[config.mk]
export PLATFORM = sky130hd
export DESIGN_NAME = bounded_ordered_list_engine_unit
export DESIGN_NICKNAME = d
export VERILOG_FILES = /design/src/bole_pkg.sv /design/src/bounded_ordered_list_engine_unit.sv /design/src/bole_ram.sv /design/src/bole_ctrl.sv
export VERILOG_INCLUDE_DIRS = /design/src /design/src/src
export SDC_FILE = /design/constraint.sdc
export NUM_CORES = 2
export LEC_CHECK = 0
export BUFFER_PORTS_ARGS = -buffer_cell sky130_fd_sc_hd__clkbuf_2
export CAP_MARGIN = 20
export CORE_ASPECT_RATIO = 0.75
export CORE_MARGIN = 2
export CORE_UTILIZATION = 50
export CTS_CLUSTER_DIAMETER = 50
export DETAILED_ROUTE_END_ITERATION = 7
export PLACE_DENSITY = 0.73
export SLEW_MARGIN = 20
export SYNTH_ARGS = -nofsm -noshare
export SYNTH_HDL_FRONTEND = slang
export SYNTH_SLANG_ARGS = --single-unit
[constraint.sdc]
create_clock -name clock -period 4.5 [get_ports clock]
set_input_delay 0.675 -clock clock [delete_from_list [all_inputs] [get_ports clock]]
set_output_delay 0.675 -clock clock [all_outputs]
set_load 0.05 [all_outputs]
[src/bounded_ordered_list_engine_unit_assert.svh]
// assertion macros for the ordered list engine
// relies on signals named clock and reset in the module that includes it
`ifndef BOUNDED_ORDERED_LIST_ENGINE_UNIT_ASSERT_SVH
`define BOUNDED_ORDERED_LIST_ENGINE_UNIT_ASSERT_SVH

`ifndef SYNTHESIS
`define BOLE_ASSERT_SAME(label, ante, cons) \
   label: assert property (@(posedge clock) disable iff (reset) (ante) |-> (cons)) \
      else $error("same-cycle check failed");
`define BOLE_ASSERT_NEXT(label, ante, cons) \
   label: assert property (@(posedge clock) disable iff (reset) (ante) |=> (cons)) \
      else $error("next-cycle check failed");
`else
`define BOLE_ASSERT_SAME(label, ante, cons)
`define BOLE_ASSERT_NEXT(label, ante, cons)
`endif

`endif

[src/bole_pkg.sv]
// shared constants, command codes and interface structs for the ordered list engine
// no dependencies
`timescale 1ns / 1ps

package bole_pkg;

   localparam int CAPACITY = 64;
   localparam int ADDR_W   = $clog2(CAPACITY);
   localparam int CNT_W    = $clog2(CAPACITY + 1);
   localparam int VALUE_W  = 32;
   localparam int POS_W    = 8;
   localparam int CMD_W    = 3;
   localparam int LENGTH_W = 7;
   localparam int CMP_W    = 9;

   localparam logic [CMD_W-1:0] CMD_INS_FRONT = 3'd0;
   localparam logic [CMD_W-1:0] CMD_INS_POS   = 3'd1;
   localparam logic [CMD_W-1:0] CMD_REM_VAL   = 3'd2;
   localparam logic [CMD_W-1:0] CMD_REM_POS   = 3'd3;
   localparam logic [CMD_W-1:0] CMD_CLEAR     = 3'd4;

   typedef struct packed {
      logic               wr_en;
      logic [ADDR_W-1:0]  wr_addr;
      logic [VALUE_W-1:0] wr_data;
      logic               rd_en;
      logic [ADDR_W-1:0]  rd_addr;
   } mem_req_type;

   typedef struct packed {
      logic             ok;
      logic [CNT_W-1:0] count;
   } result_type;

endpackage

[src/bounded_ordered_list_engine_unit.sv]
// Ordered list of up to 64 signed 32-bit values kept in one single-port-read,
// single-port-write ram; commands come in one word at a time and each gives one
// status word. A clear, an unknown code or a command that fails on its position or
// full checks goes straight to the result. An insert moves each entry from the tail
// down to position p up one slot and then writes the value at p; a remove at
// position p moves each later entry down one slot; a remove by value compares the
// entries from the head and, on a hit, moves the rest down one slot. The ram moves
// or compares one entry per cycle. A stalled receiver holds the result back. The
// next command is taken once the previous result has reached the output register.
// Depends on bole_pkg, bole_ctrl, bole_ram and the assertion header.
`timescale 1ns / 1ps

`include "bounded_ordered_list_engine_unit_assert.svh"

module bounded_ordered_list_engine_unit (
   input  logic         clock,
   input  logic         reset,
   input  logic         req_tvalid,
   output logic         req_tready,
   input  logic [39:0]  req_tdata,   // position[7:0], value[39:8]
   input  logic [2:0]   req_tuser,   // cmd[2:0]
   output logic         rsp_tvalid,
   input  logic         rsp_tready,
   output logic [15:0]  rsp_tdata    // ok[0], length[7:1], is_empty[8], is_full[9]
);

   bole_pkg::mem_req_type           mem_req;
   logic [bole_pkg::VALUE_W-1:0]    mem_rd_data;
   bole_pkg::result_type            res;
   logic                            res_valid;
   logic                            res_ready;

   logic                            rsp_valid_ff, rsp_valid_in;
   logic [15:0]                     rsp_data_ff, rsp_data_in;
   logic                            is_empty;
   logic                            is_full;

   bole_ctrl u_ctrl (
      .clock       (clock),
      .reset       (reset),
      .cmd_valid   (req_tvalid),
      .cmd_ready   (req_tready),
      .cmd         (req_tuser),
      .position    (req_tdata[7:0]),
      .value       (req_tdata[39:8]),
      .mem_req     (mem_req),
      .mem_rd_data (mem_rd_data),
      .res         (res),
      .res_valid   (res_valid),
      .res_ready   (res_ready)
   );

   bole_ram u_ram (
      .clock   (clock),
      .mem_req (mem_req),
      .rd_data (mem_rd_data)
   );

   assign is_empty  = (res.count == '0);
   assign is_full   = (res.count == bole_pkg::CNT_W'(bole_pkg::CAPACITY));
   assign res_ready = !rsp_valid_ff || rsp_tready;

   always_comb begin
      rsp_valid_in = rsp_valid_ff;
      rsp_data_in  = rsp_data_ff;
      if (res_valid && res_ready) begin
         rsp_valid_in = 1'b1;
         rsp_data_in  = {6'b0, is_full, is_empty,
                         res.count[bole_pkg::LENGTH_W-1:0], res.ok};
      end else if (rsp_tready) begin
         rsp_valid_in = 1'b0;
      end
   end

   always_ff @(posedge clock) begin
      if (reset) begin
         rsp_valid_ff <= 1'b0;
      end else begin
         rsp_valid_ff <= rsp_valid_in;
      end
      rsp_data_ff <= rsp_data_in;
   end

   assign rsp_tvalid = rsp_valid_ff;
   assign rsp_tdata  = rsp_data_ff;

   // one command in flight: nothing is taken until its result has left the sequencer
   `BOLE_ASSERT_NEXT(a_busy_after_accept, req_tvalid && req_tready, !req_tready)
   // a finished result held back by the output register stays offered
   `BOLE_ASSERT_NEXT(a_res_held, res_valid && !res_ready, res_valid)
   // the sequencer never reports and accepts in the same cycle
   `BOLE_ASSERT_SAME(a_res_vs_ready, res_valid, !req_tready)
   // no write and read of the same entry in one cycle
   `BOLE_ASSERT_SAME(a_no_rw_clash, mem_req.wr_en && mem_req.rd_en,
                     mem_req.wr_addr != mem_req.rd_addr)

endmodule

[src/bole_ram.sv]
// entry storage: one write port and one read port with registered read data
// depends on bole_pkg
`timescale 1ns / 1ps

module bole_ram (
   input  logic                           clock,
   input  bole_pkg::mem_req_type          mem_req,
   output logic [bole_pkg::VALUE_W-1:0]   rd_data
);

   logic [bole_pkg::VALUE_W-1:0] mem [bole_pkg::CAPACITY];
   logic [bole_pkg::VALUE_W-1:0] rd_data_ff;

   always_ff @(posedge clock) begin
      if (mem_req.wr_en) begin
         mem[mem_req.wr_addr] <= mem_req.wr_data;
      end
   end

   always_ff @(posedge clock) begin
      if (mem_req.rd_en) begin
         rd_data_ff <= mem[mem_req.rd_addr];
      end
   end

   assign rd_data = rd_data_ff;

endmodule

[src/bole_ctrl.sv]
// command sequencer: decodes a command, scans and shifts entries through the ram,
// keeps the entry count. depends on bole_pkg
`timescale 1ns / 1ps

module bole_ctrl (
   input  logic                           clock,
   input  logic                           reset,
   input  logic                           cmd_valid,
   output logic                           cmd_ready,
   input  logic [bole_pkg::CMD_W-1:0]     cmd,
   input  logic [bole_pkg::POS_W-1:0]     position,
   input  logic [bole_pkg::VALUE_W-1:0]   value,
   output bole_pkg::mem_req_type          mem_req,
   input  logic [bole_pkg::VALUE_W-1:0]   mem_rd_data,
   output bole_pkg::result_type           res,
   output logic                           res_valid,
   input  logic                           res_ready
);

   typedef enum logic [2:0] {
      ST_IDLE,
      ST_INS,
      ST_SRCH,
      ST_DEL,
      ST_RESP
   } state_type;

   state_type                      state_ff, state_in;
   logic [bole_pkg::CNT_W-1:0]     count_ff, count_in;
   logic [bole_pkg::CNT_W-1:0]     idx_ff, idx_in;
   logic [bole_pkg::ADDR_W-1:0]    at_ff, at_in;
   logic [bole_pkg::VALUE_W-1:0]   val_ff, val_in;
   logic                           ok_ff, ok_in;
   logic                           pend_ff, pend_in;
   logic [bole_pkg::ADDR_W-1:0]    pend_addr_ff, pend_addr_in;

   logic [bole_pkg::CNT_W-1:0]     idx_dec;
   logic [bole_pkg::CNT_W-1:0]     idx_inc;
   logic                           full;
   logic                           pos_in_list;
   logic                           match;

   assign idx_dec     = idx_ff - 1'b1;
   assign idx_inc     = idx_ff + 1'b1;
   assign full        = (count_ff == bole_pkg::CNT_W'(bole_pkg::CAPACITY));
   assign pos_in_list = (bole_pkg::CMP_W'(position) < bole_pkg::CMP_W'(count_ff));
   assign match       = pend_ff && (mem_rd_data == val_ff);

   always_comb begin
      state_in     = state_ff;
      count_in     = count_ff;
      idx_in       = idx_ff;
      at_in        = at_ff;
      val_in       = val_ff;
      ok_in        = ok_ff;
      pend_in      = 1'b0;
      pend_addr_in = pend_addr_ff;
      mem_req      = '0;
      res_valid    = 1'b0;

      unique case (state_ff)
         ST_IDLE: begin
            if (cmd_valid) begin
               val_in = value;
               at_in  = position[bole_pkg::ADDR_W-1:0];
               ok_in  = 1'b0;
               unique case (cmd)
                  bole_pkg::CMD_INS_FRONT: begin
                     at_in    = '0;
                     idx_in   = count_ff;
                     state_in = full ? ST_RESP : ST_INS;
                  end
                  bole_pkg::CMD_INS_POS: begin
                     idx_in   = count_ff;
                     state_in = (!full && (position == '0 || pos_in_list)) ? ST_INS : ST_RESP;
                  end
                  bole_pkg::CMD_REM_VAL: begin
                     idx_in   = '0;
                     state_in = ST_SRCH;
                  end
                  bole_pkg::CMD_REM_POS: begin
                     idx_in   = bole_pkg::CNT_W'(position[bole_pkg::ADDR_W-1:0]) + 1'b1;
                     state_in = pos_in_list ? ST_DEL : ST_RESP;
                  end
                  bole_pkg::CMD_CLEAR: begin
                     count_in = '0;
                     ok_in    = 1'b1;
                     state_in = ST_RESP;
                  end
                  default: begin
                     state_in = ST_RESP;
                  end
               endcase
            end
         end

         // walk down from the tail, each word moves up one slot
         ST_INS: begin
            if (pend_ff) begin
               mem_req.wr_en   = 1'b1;
               mem_req.wr_addr = pend_addr_ff + 1'b1;
               mem_req.wr_data = mem_rd_data;
            end
            if (idx_ff > bole_pkg::CNT_W'(at_ff)) begin
               mem_req.rd_en   = 1'b1;
               mem_req.rd_addr = idx_dec[bole_pkg::ADDR_W-1:0];
               pend_in         = 1'b1;
               pend_addr_in    = idx_dec[bole_pkg::ADDR_W-1:0];
               idx_in          = idx_dec;
            end else if (!pend_ff) begin
               mem_req.wr_en   = 1'b1;
               mem_req.wr_addr = at_ff;
               mem_req.wr_data = val_ff;
               count_in        = count_ff + 1'b1;
               ok_in           = 1'b1;
               state_in        = ST_RESP;
            end
         end

         // read ahead keeps going on a hit; that read feeds the first shift
         ST_SRCH: begin
            if (idx_ff < count_ff) begin
               mem_req.rd_en   = 1'b1;
               mem_req.rd_addr = idx_ff[bole_pkg::ADDR_W-1:0];
               pend_in         = 1'b1;
               pend_addr_in    = idx_ff[bole_pkg::ADDR_W-1:0];
               idx_in          = idx_inc;
            end
            if (match) begin
               state_in = ST_DEL;
            end else if (!pend_ff && idx_ff >= count_ff) begin
               state_in = ST_RESP;
            end
         end

         // walk up from the gap, each word moves down one slot
         ST_DEL: begin
            if (pend_ff) begin
               mem_req.wr_en   = 1'b1;
               mem_req.wr_addr = pend_addr_ff - 1'b1;
               mem_req.wr_data = mem_rd_data;
            end
            if (idx_ff < count_ff) begin
               mem_req.rd_en   = 1'b1;
               mem_req.rd_addr = idx_ff[bole_pkg::ADDR_W-1:0];
               pend_in         = 1'b1;
               pend_addr_in    = idx_ff[bole_pkg::ADDR_W-1:0];
               idx_in          = idx_inc;
            end else if (!pend_ff) begin
               count_in = count_ff - 1'b1;
               ok_in    = 1'b1;
               state_in = ST_RESP;
            end
         end

         ST_RESP: begin
            res_valid = 1'b1;
            if (res_ready) begin
               state_in = ST_IDLE;
            end
         end

         default: begin
            state_in = ST_IDLE;
         end
      endcase
   end

   always_ff @(posedge clock) begin
      if (reset) begin
         state_ff <= ST_IDLE;
         count_ff <= '0;
         pend_ff  <= 1'b0;
      end else begin
         state_ff <= state_in;
         count_ff <= count_in;
         pend_ff  <= pend_in;
      end
      idx_ff       <= idx_in;
      at_ff        <= at_in;
      val_ff       <= val_in;
      ok_ff        <= ok_in;
      pend_addr_ff <= pend_addr_in;
   end

   assign cmd_ready = (state_ff == ST_IDLE);
   assign res.ok    = ok_ff;
   assign res.count = count_ff;

endmodule

### Yosys cells after proc, flatten, opt, wreduce, memory -nomap -nowiden

Memory sizes are Yosys's and may differ from the RTL's. A register that Yosys moved wholly into a read port is not among the register bits.
Index checks and enable logic that the tools add are counted.
W data, S select, Z words.

* register bits: 74
* RAM bits: 2048
* input bits: 47
* output and inout bits: 18
* logic and storage cells: 117
* memories: 1

* $add $sub $neg: 7
* $lt $le $gt $ge: 4
* equality and inequality tests: 21
* mux-type cells: 49
* reduce and logical (&&, ||, !) cells: 25

Memory list
* u_ram.mem: depth 64, width 32, read ports 1, clocked after Yosys merged registers in 1, write ports 1, line bole_ram.sv:11 `logic [bole_pkg::VALUE_W-1:0] mem [bole_pkg::CAPACITY];`

Operator list (count)
* $mux W39: 4
* $pmux W39 S2: 1
* $mux W7: 11
* $pmux W7 S3: 3
* $eq A32 B32 Y1: 1
* $mux W3: 10
* $pmux W3 S5: 1
* $add A7 B1 Y7 const B: 2
* $pmux W7 S2: 1
* $sub A7 B1 Y7 const B: 2
* $eq A3 B2 Y1 const B: 4
* $mux W1: 12
* $mux W6: 2
* $ne A2 B2 Y1 const B: 6
* $pmux W3 S4: 1
* $pmux W6 S2: 1
* $reduce_and A5 Y1: 2
* $logic_not A8 Y1: 1
* $lt A8 B7 Y1: 1
* $add A6 B1 Y7 const B: 1
* $eq A7 B7 Y1 const B: 1
* $ge A7 B7 Y1: 1
* $gt A7 B6 Y1: 1
* $logic_not A7 Y1: 1
* other kinds (21): 35

### Logic depth before layout (Yosys ltp)

* depth in word-level cells: 7
* mapped depth: 18
* gate-level depth less buffers: 14

### Cells and area by module

A second synthesis with hierarchy kept.

* cell total of the unflattened synthesis: 3847
* area total of the unflattened synthesis: 84001.8 um^2

By module, submodules not included
* bole_ram: instances 1, cells an instance 3324, area each 78835.6 um^2
* bole_ctrl: instances 1, cells an instance 498, area each 4743.3 um^2
* bounded_ordered_list_engine_unit: instances 1, cells an instance 25, area each 422.9 um^2

### Worst setup path after synthesis

Ideal clock, no wire load.

* path type: reg2reg
* from: reg u_ctrl.idx_ff[4] (netlist name)
* to: mem u_ram.mem[49][0] (netlist name), enable pin
* library setup time: 0.421 ns
* arrival time: 4.313 ns
* data required time: 4.079 ns
* path slack: -0.235 ns
* cell stages (with the launch flop): 12
* buffers on the path: 3
* cells stage by stage: edfxtp_1 -> ha_1 -> a21o_1 -> a211oi_4 -> buf_6 -> a21oi_1 -> nor3_1 -> clkbuf_1 -> a221oi_1 -> or3_1 -> clkbuf_1 -> nor2_1

* longest elaborated chain between the ends: 5

Ends and longest elaborated chain
* start, declared: line bole_ctrl.sv:30 `logic [bole_pkg::CNT_W-1:0] idx_ff, idx_in;`
* start signal, assigned: line bole_ctrl.sv:179 `idx_ff <= idx_in;`
* $gt A7 B6 Y1 (*): line bole_ctrl.sv:104 `if (idx_ff > bole_pkg::CNT_W'(at_ff)) begin`
* $mux W39 (*): line bole_ctrl.sv:104
* $pmux W39 S2 (*): line bole_ctrl.sv:61 `unique case (state_ff)`
* $mux W1: line bole_ram.sv:15 `if (mem_req.wr_en) begin`
* $mux W1 (not written as such): line bole_ram.sv:16 `mem[mem_req.wr_addr] <= mem_req.wr_data;`
* end, declared: line bole_ram.sv:11

Every way passes the cells marked *; elsewhere a longest branch is shown, timed or not.

### Worst setup path after layout

* from: reg u_ctrl.idx_ff[5] (netlist name)
* to: reg u_ram.rd_data_ff, in the netlist u_ram.rd_data[5], read port of u_ram.mem (data pin)

* longest elaborated chain between the ends: 3
* elaborated cells between the ends (all ways): 6
* those cells by class: 1 x add/sub; 2 x order compare; 3 x mux

Ends and longest elaborated chain
* $sub A7 B1 Y7, or another cell as far along: line bole_ctrl.sv:43 `assign idx_dec = idx_ff - 1'b1;`
* $mux W7, on equally long branches: line bole_ctrl.sv:104, bole_ctrl.sv:122, bole_ctrl.sv:143
* $pmux W7 S2 (*): line bole_ctrl.sv:61
* end, declared: line bole_ram.sv:12 `logic [bole_pkg::VALUE_W-1:0] rd_data_ff;`

Marks and branches as above.
A chain may end at the register's enable or synchronous reset.

==> impl_metrics.env <==
export IMPL_status="completed"
export IMPL_final_min_clock_period_ns=4.49
export IMPL_swShare_pct=37.3
export IMPL_power_leakage_nw=34.7
export IMPL_vias=60000
export IMPL_cts_tree="yes"
export IMPL_async_flop_share_pct=0
export IMPL_htree_num_levels=4
export IMPL_drive_gt1_share_pct=14.5
export IMPL_ys_types=94
export IMPL_die_width_um=487
export IMPL_min_period_over_period_pct=99.8
export IMPL_drv_slew=0
export IMPL_dpl_hpwl_mm=170
export IMPL_drc_errors=0
export IMPL_layout_commonest_cell="edfxtp_1"
export IMPL_worstSkewPairLatency_ns=0.87
export IMPL_drtIter0Drc=10200
export IMPL_yosys_warnings=0
export IMPL_synthAdderAreaFrac_pct=0.466
export IMPL_critPathCaptureType="register"
export IMPL_intPower_mw=39.0
export IMPL_cpPeakStageDelay_ns=0.57
export IMPL_die_y_um=366
export IMPL_syn_cell_area_um2=87500
export IMPL_grt_pass1_vias=55600
export IMPL_setup_viol=0
export IMPL_muxShareOfSynthArea_pct=3.23
export IMPL_firstDrtPassIters=6
export IMPL_synth_ff_type="edfxtp_1"
export IMPL_max_clock_freq_ghz=0.223
export IMPL_powerDensity_nw_per_um2=615
export IMPL_cts_made_buffers=194
export IMPL_synth_seq_area_share_pct=73.8
export IMPL_timing_critical_path_mode_cell="buf_4"
export IMPL_vias_per_cell=6.60
export IMPL_fillerInstances=12900
export IMPL_critPathMaxFanout=19
export IMPL_die_area_um2=178000
export IMPL_hold_path_class="in2reg"
export IMPL_clk_pin_slew_ns=0.06
export IMPL_row_count=132
export IMPL_synth_compound_area_share_pct=7.32
export IMPL_cp_required_ns=5.11
export IMPL_r2r_slack_ns=0.007
export IMPL_antenna_found_initial=21
export IMPL_place_port_buffers=58
export IMPL_place_gp_congestion=0.985
export IMPL_clock_sinks=2154
export IMPL_crit_slowest_cell="o41ai_1"
export IMPL_timing_hold_violations_final=0
export IMPL_combPwrFrac_pct=35.1
export IMPL_worstMarginPinSlew_ns=1.15
export IMPL_finClkSkew_ns=0.0505
export IMPL_mostFrequentLayoutCells="2142 x edfxtp_1, 1373 x nand2_1, 773 x nand3_1"
export IMPL_p_seq_share_pct=39.4
export IMPL_core_area_um2=173000
export IMPL_grt_start_max_net_pins=94
export IMPL_maxSlewHeadroom_pct=23.2
export IMPL_io_pins=65
export IMPL_ant_nets=0
export IMPL_power_frac_clock_pct=25.6
export IMPL_crit_arrival_ns=5.10
export IMPL_placed_cells_incl_taps=8686
export IMPL_areaGrowthSynthToFinish_pct=15.6
export IMPL_grt_overflow=0
export IMPL_synthCells=6304
export IMPL_final_cells=9089
export IMPL_ir_drop_uv=435
export IMPL_synth_area_per_cell_um2=13.9
export IMPL_crit_path_start_kind="register"
export IMPL_finalWirelength_mm=284
export IMPL_synth_edf_count=2142
export IMPL_switchingPower_mw=23.2
export IMPL_drv_cap=0
export IMPL_final_nets=6718
export IMPL_synth_simple_gate_area_share_pct=12.3
export IMPL_cts_buffer_depth=3
export IMPL_clock_root_buffer="clkbuf_16"
export IMPL_initial_core_util_pct=50.5
export IMPL_synth_top_family_by_area="simple AND/OR/NAND/NOR gates"
export IMPL_wire_per_inst_um=31.3
export IMPL_grt_use_total_pct=31.2
export IMPL_post_route_util_pct=58.4
export IMPL_rsz0062_at_grt="yes"
export IMPL_ys_ff_latch=2154
export IMPL_grt_pass1_wl_mm=400
export IMPL_path_class="reg2reg"
export IMPL_synth_xor_area_share_pct=0.451
export IMPL_crit_chain="buf_4 -> ha_1 -> o21a_1 -> a211oi_2 -> nand3_1 -> nand2_1 -> or2_2 -> buf_4 -> a21oi_1 -> o41ai_1 -> buf_4 -> a211oi_1 -> or3_1"
[synthesized netlist by cell type (46+ instances only)]
cell type  number  area [µm²]
nand2_1      1375        5160
clkbuf_1      173         649
a211oi_1       89         668
edfxtp_1     2142       64300
buf_1          50         188
mux2i_1       243        2430
nor2_1        140         526
o221ai_1       61         534
a31oi_1       125         782
buf_2         147         736
nand3_1       774        3870
a21oi_1       154         771
a311oi_1       49         429
buf_4          46         345
[critical path, delay by kind of cell, from the launching register on]
kind | cells | cell delay, ns
DFF | 1 | 0.42
adders and majority gates | 1 | 0.31
AOI/OAI and AO/OA | 5 | 1.33
and+or+nand+nor | 4 | 1.31
buffers and inverters | 3 | 0.87
[path summary, 6_finish.rpt]
kind / start / to / cells past startpoint
hold reg to reg: u_ctrl.ok_ff / rsp_tdata[0] / 0
hold / removal: reset / u_ctrl.count_ff[6] / 2
setup / recovery: u_ctrl.idx_ff[5] / u_ram.rd_data[5] / 13
setup reg to reg: u_ctrl.idx_ff[5] / u_ram.rd_data[5] / 13
[state kept, by name (all words and copies together), names as in the netlist]
| name | count |
|---|---|
| u_ram.mem | 2048 |
| u_ctrl.val_ff | 32 |
| u_ram.rd_data | 32 |
| rsp_tdata | 10 |
| u_ctrl.count_ff | 7 |
| u_ctrl.idx_ff | 7 |
| u_ctrl.at_ff | 6 |
| u_ctrl.pend_addr_ff | 6 |
| u_ctrl.state_ff | 3 |
| rsp_tvalid | 1 |
| u_ctrl.ok_ff | 1 |
| u_ctrl.pend_ff | 1 |
[power by group through the flow]
stage / clock network (mW) / registers (mW) / logic (mW)
CTS: 15.9 / 24.4 / 20.9
floorplan: 0 / 24.6 / 11.1
detailed placement: 0 / 24.8 / 20.7
finish: 15.9 / 24.5 / 21.8
global route: 16.8 / 24.5 / 22.6
global placement: 0 / 24.8 / 20.4
[layer usage]
layer	up-vias	part of all wire, %	track usage (%)
met5	-	0.014	0
met4	6	4.6	13.4
met3	732	17	12.3
met2	4927	41	42.5
met1	29700	37	44.1
li1	24700	-	-
[stage by stage]
step	setup TNS (ns)	hold slack [ns]	total power [mW]	cell area [µm²]	worst slack, ns
floorplan	-212.91	0.400	35.7	87600	-0.235
global placement	-0.735	0.451	45.2	94700	-0.384
detailed placement	-0.579	0.457	45.5	94700	-0.491
CTS	0	0.197	61.2	101000	0.0217
global route	-0.118	0.260	63.8	101000	-0.0961
finish	0	0.256	62.2	101000	0.00716
[timing repair]
| item | in CTS | in global routing |
|---|---|---|
| setup buffers | 1 | 0 |
| endpoints found under the hold margin | 32 | 0 |
| endpoints found under the setup margin | 6 | 822 |
| gates resized for setup | 4 | 18 |
| hold buffers | 32 | 0 |
| pin swaps | 1 | 0 |
[logic make-up after synthesis]
logic type               after synthesis
AND/OR/NAND/NOR                     2466
adder cells (fa/ha/maj)               32
other                                  1
flip-flops                          2154
multiplexers                         274
XOR/XNOR                              45
AO/OA/AOI/OAI                        868
buffers and inverters                464
[layout make-up]
cell class                 instances  area [µm²]  area share [%]
sequential                      2154       64600            63.8
multi-input combinational       3691       21600            21.4
timing repair buffer             557        5970            5.90
clock buffer                     249        5080            5.03
tap                             2278        2850            2.82
clock inverter                   107         873           0.864
inverter                          41         154           0.152
antenna                           12        30.0          0.0297
No activity file was read; power rests on OpenSTA's default activity.
